[config.mk]
export PLATFORM = sky130hd
export DESIGN_NAME = round_robin_task_assigner
export DESIGN_NICKNAME = d
export VERILOG_FILES = /design/src/hw/rtl/rrta_pkg.sv /design/src/hw/rtl/rrta_ram.sv /design/src/hw/rtl/rrta_cfg.sv /design/src/hw/rtl/rrta_engine.sv /design/src/hw/rtl/round_robin_task_assigner.sv
export VERILOG_INCLUDE_DIRS = /design/src /design/src/hw/rtl
export SDC_FILE = /design/constraint.sdc
export NUM_CORES = 1
export LEC_CHECK = 0
export ABC_AREA = 1
export BUFFER_PORTS_ARGS = -buffer_cell sky130_fd_sc_hd__clkbuf_2
export CORE_MARGIN = 3
export CORE_UTILIZATION = 61
export CTS_BUF_LIST = sky130_fd_sc_hd__clkbuf_16
export DETAILED_ROUTE_END_ITERATION = 6
export HOLD_SLACK_MARGIN = 0.02
export PLACE_DENSITY_LB_ADDON = 0.05
export SETUP_SLACK_MARGIN = 0.15
export SLEW_MARGIN = 20
export SYNTH_ARGS = -nofsm -noshare
export SYNTH_HDL_FRONTEND = slang
export SYNTH_SLANG_ARGS = --single-unit
export TNS_END_PERCENT = 1
[constraint.sdc]
create_clock -name clk -period 3.5 [get_ports clk]
set_clock_uncertainty 0.1 [all_clocks]
set_input_delay 0.525 -clock clk [delete_from_list [all_inputs] [get_ports clk]]
set_output_delay 0.525 -clock clk [all_outputs]
set_load 0.03 [all_outputs]
[src/hw/rtl/round_robin_task_assigner_defines.svh]
// Assertion macros used by the task assigner's engine.
`ifndef ROUND_ROBIN_TASK_ASSIGNER_DEFINES_SVH
`define ROUND_ROBIN_TASK_ASSIGNER_DEFINES_SVH

// Checks that the consequent holds in the same cycle as the antecedent.
`define RRTA_ASSERT_NOW(label, ante, cons, msg) \
  label: assert property (@(posedge clk) disable iff (rst) (ante) |-> (cons)) \
    else $error(msg);

// Checks that the consequent holds in the cycle after the antecedent.
`define RRTA_ASSERT_NEXT(label, ante, cons, msg) \
  label: assert property (@(posedge clk) disable iff (rst) (ante) |=> (cons)) \
    else $error(msg);

`endif

[src/hw/rtl/rrta_pkg.sv]
// Constants, codes and shared types of the round-robin task assigner.
package rrta_pkg;

  localparam int MAX_TASKS   = 16;
  localparam int TASK_W      = $clog2(MAX_TASKS);
  localparam int TASKN_W     = $clog2(MAX_TASKS + 1);
  localparam int COUNT_WIDTH = 8;
  localparam int MASK_W      = 16;
  localparam int TCOUNT_W    = 5;
  localparam int CFG_IDX_W   = 1;
  localparam int CFG_DATA_W  = 16;

  localparam logic [COUNT_WIDTH-1:0] COUNT_MAX = '1;

  // Register indexes of the configuration port.
  localparam logic [CFG_IDX_W-1:0] CFG_TASK_COUNT    = 1'b0;
  localparam logic [CFG_IDX_W-1:0] CFG_PARALLEL_MASK = 1'b1;

  // Operation codes of an input beat.
  localparam logic OP_REQUEST  = 1'b0;
  localparam logic OP_SHUTDOWN = 1'b1;

  typedef struct packed {
    logic [TASKN_W-1:0] n;    // effective number of tasks in the rotation
    logic [MASK_W-1:0]  par;  // parallel mask
  } rrta_cfg_t;

  typedef struct packed {
    logic              granted;
    logic [TASK_W-1:0] granted_task;
    logic              deactivated;
    logic [TASK_W-1:0] deactivated_task;
  } rrta_result_t;

endpackage

[src/hw/rtl/rrta_ram.sv]
// Generic single-port-write, single-port-read RAM with registered read data.
module rrta_ram #(
  parameter int WIDTH = 8,
  parameter int DEPTH = 16
) (
  input  logic                     clk,
  input  logic                     we,
  input  logic [$clog2(DEPTH)-1:0] waddr,
  input  logic [WIDTH-1:0]         wdata,
  input  logic                     re,
  input  logic [$clog2(DEPTH)-1:0] raddr,
  output logic [WIDTH-1:0]         rdata
);

  logic [WIDTH-1:0] mem [DEPTH];

  always_ff @(posedge clk) begin
    if (we) begin
      mem[waddr] <= wdata;
    end
    if (re) begin
      rdata <= mem[raddr];
    end
  end

endmodule

[src/hw/rtl/rrta_cfg.sv]
// Configuration registers and the effective task count of the rotation.
module rrta_cfg
  import rrta_pkg::*;
(
  input  logic                  clk,
  input  logic                  rst,
  input  logic                  cfg_valid,
  output logic                  cfg_ready,
  input  logic [CFG_IDX_W-1:0]  cfg_index,
  input  logic [CFG_DATA_W-1:0] cfg_data,
  output rrta_cfg_t             cfg
);

  logic [TCOUNT_W-1:0] task_count;
  logic [MASK_W-1:0]   parallel_mask;

  assign cfg_ready = 1'b1;

  always_ff @(posedge clk) begin
    if (rst) begin
      task_count    <= TCOUNT_W'(MAX_TASKS);
      parallel_mask <= '0;
    end else if (cfg_valid && cfg_ready) begin
      case (cfg_index)
        CFG_TASK_COUNT:    task_count    <= cfg_data[TCOUNT_W-1:0];
        CFG_PARALLEL_MASK: parallel_mask <= cfg_data[MASK_W-1:0];
        default: ;
      endcase
    end
  end

  // A count of zero acts as one; counts above the storage clamp to it.
  always_comb begin
    if (task_count == '0) begin
      cfg.n = TASKN_W'(1);
    end else if (32'(task_count) > MAX_TASKS) begin
      cfg.n = TASKN_W'(MAX_TASKS);
    end else begin
      cfg.n = TASKN_W'(task_count);
    end
    cfg.par = parallel_mask;
  end

endmodule

[src/hw/rtl/rrta_engine.sv]
// Sequencer that returns a held task and scans the worker counts in memory.
`include "round_robin_task_assigner_defines.svh"

module rrta_engine
  import rrta_pkg::*;
(
  input  logic              clk,
  input  logic              rst,
  input  rrta_cfg_t         cfg,
  input  logic              in_valid,
  output logic              in_stall,
  input  logic              operation,
  input  logic              holds_task,
  input  logic [TASK_W-1:0] returned_task,
  input  logic [MASK_W-1:0] finished_mask,
  output logic              res_valid,
  input  logic              res_ready,
  output rrta_result_t      res
);

  typedef enum logic [3:0] {
    ST_IDLE = 4'b0001,
    ST_RET  = 4'b0010,
    ST_SCAN = 4'b0100,
    ST_DONE = 4'b1000
  } state_t;

  state_t state;

  logic              op_q;
  logic [TASK_W-1:0] ret_q;
  logic [MASK_W-1:0] fin_q;
  logic              gnt_q;
  logic [TASK_W-1:0] gtask_q;
  logic              deact_q;
  logic [TASK_W-1:0] dtask_q;
  logic [TASK_W-1:0] ptr;
  logic [TASKN_W-1:0] iss;
  logic [TASK_W-1:0] cur_t;
  logic              ev_pend;
  logic [TASK_W-1:0] ev_t;
  logic [MAX_TASKS-1:0] cnt_vld;
  logic              rd_vld;

  logic                   in_acc;
  logic                   re;
  logic [TASK_W-1:0]      raddr;
  logic                   we;
  logic [TASK_W-1:0]      waddr;
  logic [COUNT_WIDTH-1:0] wdata;
  logic [COUNT_WIDTH-1:0] rdata;
  logic [COUNT_WIDTH-1:0] cnt_eff;
  logic [TASK_W-1:0]      scan_start;
  logic [TASK_W-1:0]      cur_t_next;
  logic [TASK_W-1:0]      ptr_next;
  logic                   hit;
  logic                   ret_ok;

  rrta_ram #(
    .WIDTH (COUNT_WIDTH),
    .DEPTH (MAX_TASKS)
  ) u_counts (
    .clk   (clk),
    .we    (we),
    .waddr (waddr),
    .wdata (wdata),
    .re    (re),
    .raddr (raddr),
    .rdata (rdata)
  );

  assign in_stall = (state != ST_IDLE);
  assign in_acc   = in_valid && !in_stall;

  // Entries never written since reset read as zero.
  assign cnt_eff = rd_vld ? rdata : '0;

  assign ret_ok     = (32'(returned_task) < MAX_TASKS);
  assign scan_start = ({1'b0, ptr} < cfg.n) ? ptr : '0;
  assign cur_t_next = (({1'b0, cur_t} + TASKN_W'(1)) >= cfg.n) ? '0 : cur_t + 1'b1;
  assign ptr_next   = (({1'b0, ev_t} + TASKN_W'(1)) >= cfg.n) ? '0 : ev_t + 1'b1;
  assign hit = ev_pend && !fin_q[ev_t] && (cfg.par[ev_t] || (cnt_eff == '0));

  always_comb begin
    re    = 1'b0;
    raddr = returned_task;
    we    = 1'b0;
    waddr = ret_q;
    wdata = cnt_eff - 1'b1;
    case (state)
      ST_IDLE: begin
        re    = in_acc && holds_task && ret_ok;
        raddr = returned_task;
      end
      ST_RET: begin
        we    = (cnt_eff != '0);
        waddr = ret_q;
        wdata = cnt_eff - 1'b1;
      end
      ST_SCAN: begin
        re    = (iss < cfg.n);
        raddr = cur_t;
        we    = hit;
        waddr = ev_t;
        wdata = (cnt_eff == COUNT_MAX) ? cnt_eff : cnt_eff + 1'b1;
      end
      default: ;
    endcase
  end

  always_ff @(posedge clk) begin
    if (rst) begin
      state   <= ST_IDLE;
      ptr     <= '0;
      cnt_vld <= '0;
      ev_pend <= 1'b0;
    end else begin
      if (we) begin
        cnt_vld[waddr] <= 1'b1;
      end
      case (state)
        ST_IDLE: begin
          if (in_acc) begin
            iss     <= '0;
            cur_t   <= scan_start;
            ev_pend <= 1'b0;
            if (holds_task && ret_ok) begin
              state <= ST_RET;
            end else if (operation == OP_REQUEST) begin
              state <= ST_SCAN;
            end else begin
              state <= ST_DONE;
            end
          end
        end
        ST_RET: begin
          state <= (op_q == OP_REQUEST) ? ST_SCAN : ST_DONE;
        end
        ST_SCAN: begin
          if (hit) begin
            ptr   <= ptr_next;
            state <= ST_DONE;
          end else if (!ev_pend && !re) begin
            state <= ST_DONE;
          end
          if (re) begin
            iss   <= iss + 1'b1;
            cur_t <= cur_t_next;
          end
          ev_pend <= re;
        end
        ST_DONE: begin
          if (res_ready) begin
            state <= ST_IDLE;
          end
        end
        default: state <= ST_IDLE;
      endcase
    end
  end

  // Item payload and result fields.
  always_ff @(posedge clk) begin
    if (re) begin
      rd_vld <= cnt_vld[raddr];
    end
    if (state == ST_SCAN) begin
      ev_t <= cur_t;
    end
    case (state)
      ST_IDLE: begin
        if (in_acc) begin
          op_q    <= operation;
          ret_q   <= returned_task;
          fin_q   <= finished_mask;
          gnt_q   <= 1'b0;
          gtask_q <= '0;
          deact_q <= 1'b0;
          dtask_q <= '0;
        end
      end
      ST_RET: begin
        // Only a count that drops from one to zero deactivates.
        if ((op_q == OP_REQUEST) && (cnt_eff == COUNT_WIDTH'(1)) && fin_q[ret_q]) begin
          deact_q <= 1'b1;
          dtask_q <= ret_q;
        end
      end
      ST_SCAN: begin
        if (hit) begin
          gnt_q   <= 1'b1;
          gtask_q <= ev_t;
        end
      end
      default: ;
    endcase
  end

  assign res_valid            = (state == ST_DONE);
  assign res.granted          = gnt_q;
  assign res.granted_task     = gtask_q;
  assign res.deactivated      = deact_q;
  assign res.deactivated_task = dtask_q;

  `RRTA_ASSERT_NEXT(a_accept_leaves_idle, in_acc, state != ST_IDLE, "accepted beat left engine idle")
  `RRTA_ASSERT_NOW(a_grant_not_finished, res_valid && res.granted, !fin_q[res.granted_task], "granted a finished task")
  `RRTA_ASSERT_NOW(a_shutdown_quiet, res_valid && (op_q == OP_SHUTDOWN), !res.granted && !res.deactivated, "shutdown produced a grant or deactivation")
  `RRTA_ASSERT_NOW(a_deact_is_returned, res_valid && res.deactivated, res.deactivated_task == ret_q, "deactivated task differs from returned task")
  `RRTA_ASSERT_NOW(a_scan_bound, state == ST_SCAN, iss <= cfg.n, "scan issued more reads than tasks")

endmodule

[src/hw/rtl/round_robin_task_assigner.sv]
// An accepted beat moves through the engine states ST_RET, ST_SCAN and ST_DONE as needed, then into
// the output register that drives out_valid. The scan reads one worker count per cycle from the count
// memory, one read port; a returned task first passes ST_RET for its decrement, and a scan that finds no
// task drains its last read. Items are handled one at a time; the next beat is taken once the result
// enters the output register.
// Reset clears the worker counts (per-entry valid bits), the resume pointer, the engine state and
// out_valid, and sets task_count to 16 and parallel_mask to zero; no clearing pass is needed.
module round_robin_task_assigner
  import rrta_pkg::*;
(
  input  logic                  clk,
  input  logic                  rst,
  input  logic                  in_valid,
  output logic                  in_stall,
  input  logic                  operation,
  input  logic                  holds_task,
  input  logic [TASK_W-1:0]     returned_task,
  input  logic [MASK_W-1:0]     finished_mask,
  output logic                  out_valid,
  input  logic                  out_stall,
  output logic                  granted,
  output logic [TASK_W-1:0]     granted_task,
  output logic                  deactivated,
  output logic [TASK_W-1:0]     deactivated_task,
  input  logic                  cfg_valid,
  output logic                  cfg_ready,
  input  logic [CFG_IDX_W-1:0]  cfg_index,
  input  logic [CFG_DATA_W-1:0] cfg_data
);

  rrta_cfg_t    cfg;
  rrta_result_t res;
  logic         res_valid;
  logic         res_ready;

  rrta_cfg u_cfg (
    .clk       (clk),
    .rst       (rst),
    .cfg_valid (cfg_valid),
    .cfg_ready (cfg_ready),
    .cfg_index (cfg_index),
    .cfg_data  (cfg_data),
    .cfg       (cfg)
  );

  rrta_engine u_engine (
    .clk           (clk),
    .rst           (rst),
    .cfg           (cfg),
    .in_valid      (in_valid),
    .in_stall      (in_stall),
    .operation     (operation),
    .holds_task    (holds_task),
    .returned_task (returned_task),
    .finished_mask (finished_mask),
    .res_valid     (res_valid),
    .res_ready     (res_ready),
    .res           (res)
  );

  // The output register frees the engine as soon as a result beat is loaded.
  assign res_ready = !out_valid || !out_stall;

  always_ff @(posedge clk) begin
    if (rst) begin
      out_valid <= 1'b0;
    end else if (res_valid && res_ready) begin
      out_valid <= 1'b1;
    end else if (!out_stall) begin
      out_valid <= 1'b0;
    end
  end

  always_ff @(posedge clk) begin
    if (res_valid && res_ready) begin
      granted          <= res.granted;
      granted_task     <= res.granted_task;
      deactivated      <= res.deactivated;
      deactivated_task <= res.deactivated_task;
    end
  end

endmodule

==> summary.txt <==
Run status
  – Status: finished, final reports clean

Routing
  – Drc violations: 0
  – Vias: 8034
  – Routed len/inst: 19.0 um
  – Detailed-router iteration count before antenna repair: 5
  – Antenna violation net count after detailed routing: 0
  – Initial drt markers: 958
  – DRT Wirelength: 26500 um
  – Via density: 5.77

Timing
  – RSZ-0062 raised after global routing: no
  – Crit path time final: 2.94 ns
  – Tcrit/Tclk final: 83.9%
  – Slew margin rel.: 40.0%
  – Top achievable clock speed: 341 MHz
  – Final setup fails: 0
  – Setup TNS: 0 ns
  – Max Slew Vio Count: 0
  – Least-Margin Pin Slew: 0.889 ns
  – Hold Vio Cnt, Final: 0

Critical path
  – Critical path's top delay family: compound AO/OA/AOI/OAI gates
  – CP max FO: 7
  – WP data required: 3.79 ns
  – Crit-path cells: inv_1, nor3_1, or2_2, nand2_1, ha_1, nand2_1, o311ai_0, a21oi_1, o21ai_0, nor2_1
  – Buf/Inv on CP: 1
  – CP max stage delay: 0.78 ns
  – Crit path top cell by count: nand2_1
  – Crit. End Element: flop
  – Slowest CP cell: o311ai_0
  – CP Launch Type: flop
  – Arr. time, crit path: 3.23 ns
  – WS Path Type: flop to flop

Synthesis
  – Syn Inst Count: 1087
  – Mapped Area: 10900 um2
  – Primary FF master, synth: edfxtp_1
  – Syn Area/Cell: 10.1 um2
  – Synth area leaders: edfxtp_1 (52%), dfxtp_1 (8.6%), o21ai_0 (5.7%)
  – Count leader, synth: edfxtp_1
  – Cell variety after synth: 51
  – Post-synth ARST share: 0%
  – Syn Nets: 1155
  – Synth top area share: 52.5%
  – Yosys top cell by area: edfxtp_1
  – EDFF count, synth: 191
  – Ys Warns: 0
  – Leading cell types by count after synthesis: edfxtp_1 (191), nand2_1 (156), inv_1 (139)
  – Seq/Total Area, Yosys: 61.1%
  – Post-synthesis sequential element count: 238

Clock network
  – Root buffer cell: clkbuf_16
  – Clock latency on the worst-skew pair: 0.52 ns
  – Clock Tree Buf Depth: 3
  – Setup Fix Bufs, Post-CTS: 0
  – TritonCTS buffer count: 25
  – CTS resizes: 0
  – Sink Count: 238
  – H-tree Lvls: 1
  – CTS clock-pin slew for the worst setup and hold paths: 0.06 ns
  – CTS tree: done
  – # hold bufs at CTS: 0

Placement
  – RePlAce Congestion: 0.899
  – Placed Cells: 1347
  – Port bufs: 55
  – Dpl hpwl: 17800 um
  – Placed cell area: 11500 um2

Global route
  – Overflow after GRT: 0
  – Initial antenna violation count: 0
  – First-pass GRT wire length: 42000 um
  – GRT Overall Usage: 27.3%
  – Largest net degree at the start of global routing: 44
  – Vias in the first global route: 7708

Finish
  – Layout cell share with drive strength beyond 1: 13.1%
  – Filler cells: 1310
  – Synth-to-Final Area Change: 11.7%
  – Nets: 1217
  – Util after Layout: 70.1%
  – Post-Layout Cell Count: 1393
  – Finished Cell Area: 12200 um2
  – # diodes: 0

Power
  – PD cells: 527 nW/um2
  – Leakage: 4.96 nW
  – Peak supply drop: 0.000468 V

Floorplan
  – Total die area: 19600 um2
  – CORE AREA: 17400 um2
  – Die height: 140 um
  – Row count: 48
  – Initial Util: 62.8%
  – Die X: 140 um
  – I/O pins: 57

Min path
  – Hold Crit Class: primary input to flop

Flow run
  – # Max-Cap Violations: 0
layout by cell type, fill, tap and decap left out, types with 4 or more instances in the layout:
cell,synthesis,final
inv_2,4,6
o211ai_1,45,45
xor2_1,5,5
clkbuf_16,0,26
o21ai_0,125,125
dfxtp_1,47,47
buf_4,2,23
nor3_1,11,11
nand2_2,11,12
nand2_1,156,155
nor2_1,123,122
edfxtp_1,191,191
inv_1,139,149
o21bai_1,12,12
a21oi_1,43,43
ha_1,24,24
nand3_2,4,4
a21oi_2,10,10
clkbuf_2,2,55
nand3_1,56,56
sequential cells by signal, indices dropped and copies added, names as in the netlist, 5 cells and up:
register and cells:
u_engine.u_counts.mem 128, u_engine.fin_q 16, u_cfg.task_count 5, u_engine.iss 5, u_engine.cnt_vld 16, u_cfg.parallel_mask 16
u_engine.u_counts.rdata 8
path summary, 6_finish.rpt:
path	start	endpoint	slack [ns]	cells after the start
setup / recovery	u_engine.ev_t[2]	u_engine.ptr[3]	0.56	10
hold / removal	finished_mask[15]	u_engine.fin_q[15]	0.08	1
setup reg to reg	u_engine.ev_t[2]	u_engine.ptr[3]	0.56	10
hold reg to reg	u_engine.gtask_q[2]	granted_task[2]	0.32	0
layout make-up:
cell class | instances | area (um2) | area share [%]
Clock buffer | 26 | 651 | 5.33
Clock inverter | 20 | 113 | 0.922
Inverter | 143 | 537 | 4.39
Multi-Input combinational cell | 662 | 3490 | 28.6
Sequential cell | 238 | 6680 | 54.6
Tap cell | 225 | 282 | 2.30
Timing Repair Buffer | 79 | 468 | 3.83
cells by family (layout without fill, tap and decap cells):
kind of cell | count (synthesis) | after routing | synth area share, %
other cells | 1 | 1 | 0.0343
fa+ha+maj | 24 | 24 | 2.75
flops | 238 | 238 | 61.1
simple gates | 373 | 373 | 14.6
xor+xnor | 7 | 7 | 0.561
buf+inv | 187 | 268 | 7.05
compound gates | 257 | 257 | 14.0
layer usage:
metal  vias to the layer above  share of wire (%)  track usage, %
met2                       341                 44            40.3
li1                       3849                  -               -
met1                      3806                 45            42.7
met3                        38                8.9            4.64
met4                         0                1.7            6.53
met5                         -                  0               0
metrics by stage:
step | setup WS [ns] | total power [W] | hold WS [ns]
floorplan | 0.460 | 0.00374 | 0.300
global placement | 0.699 | 0.00400 | 0.301
detailed placement | 0.615 | 0.00402 | 0.306
CTS | 0.594 | 0.00645 | 0.0622
global route | 0.320 | 0.00667 | 0.0613
finish | 0.564 | 0.00643 | 0.0788
power breakdown:
part,switching (W),internal [W],total [W]
Clock,0.00105,0.00141,0.00246
Sequential,0.0000489,0.00322,0.00326
Combinational,0.000509,0.000197,0.000706
(Power assumes the default switching activity.)
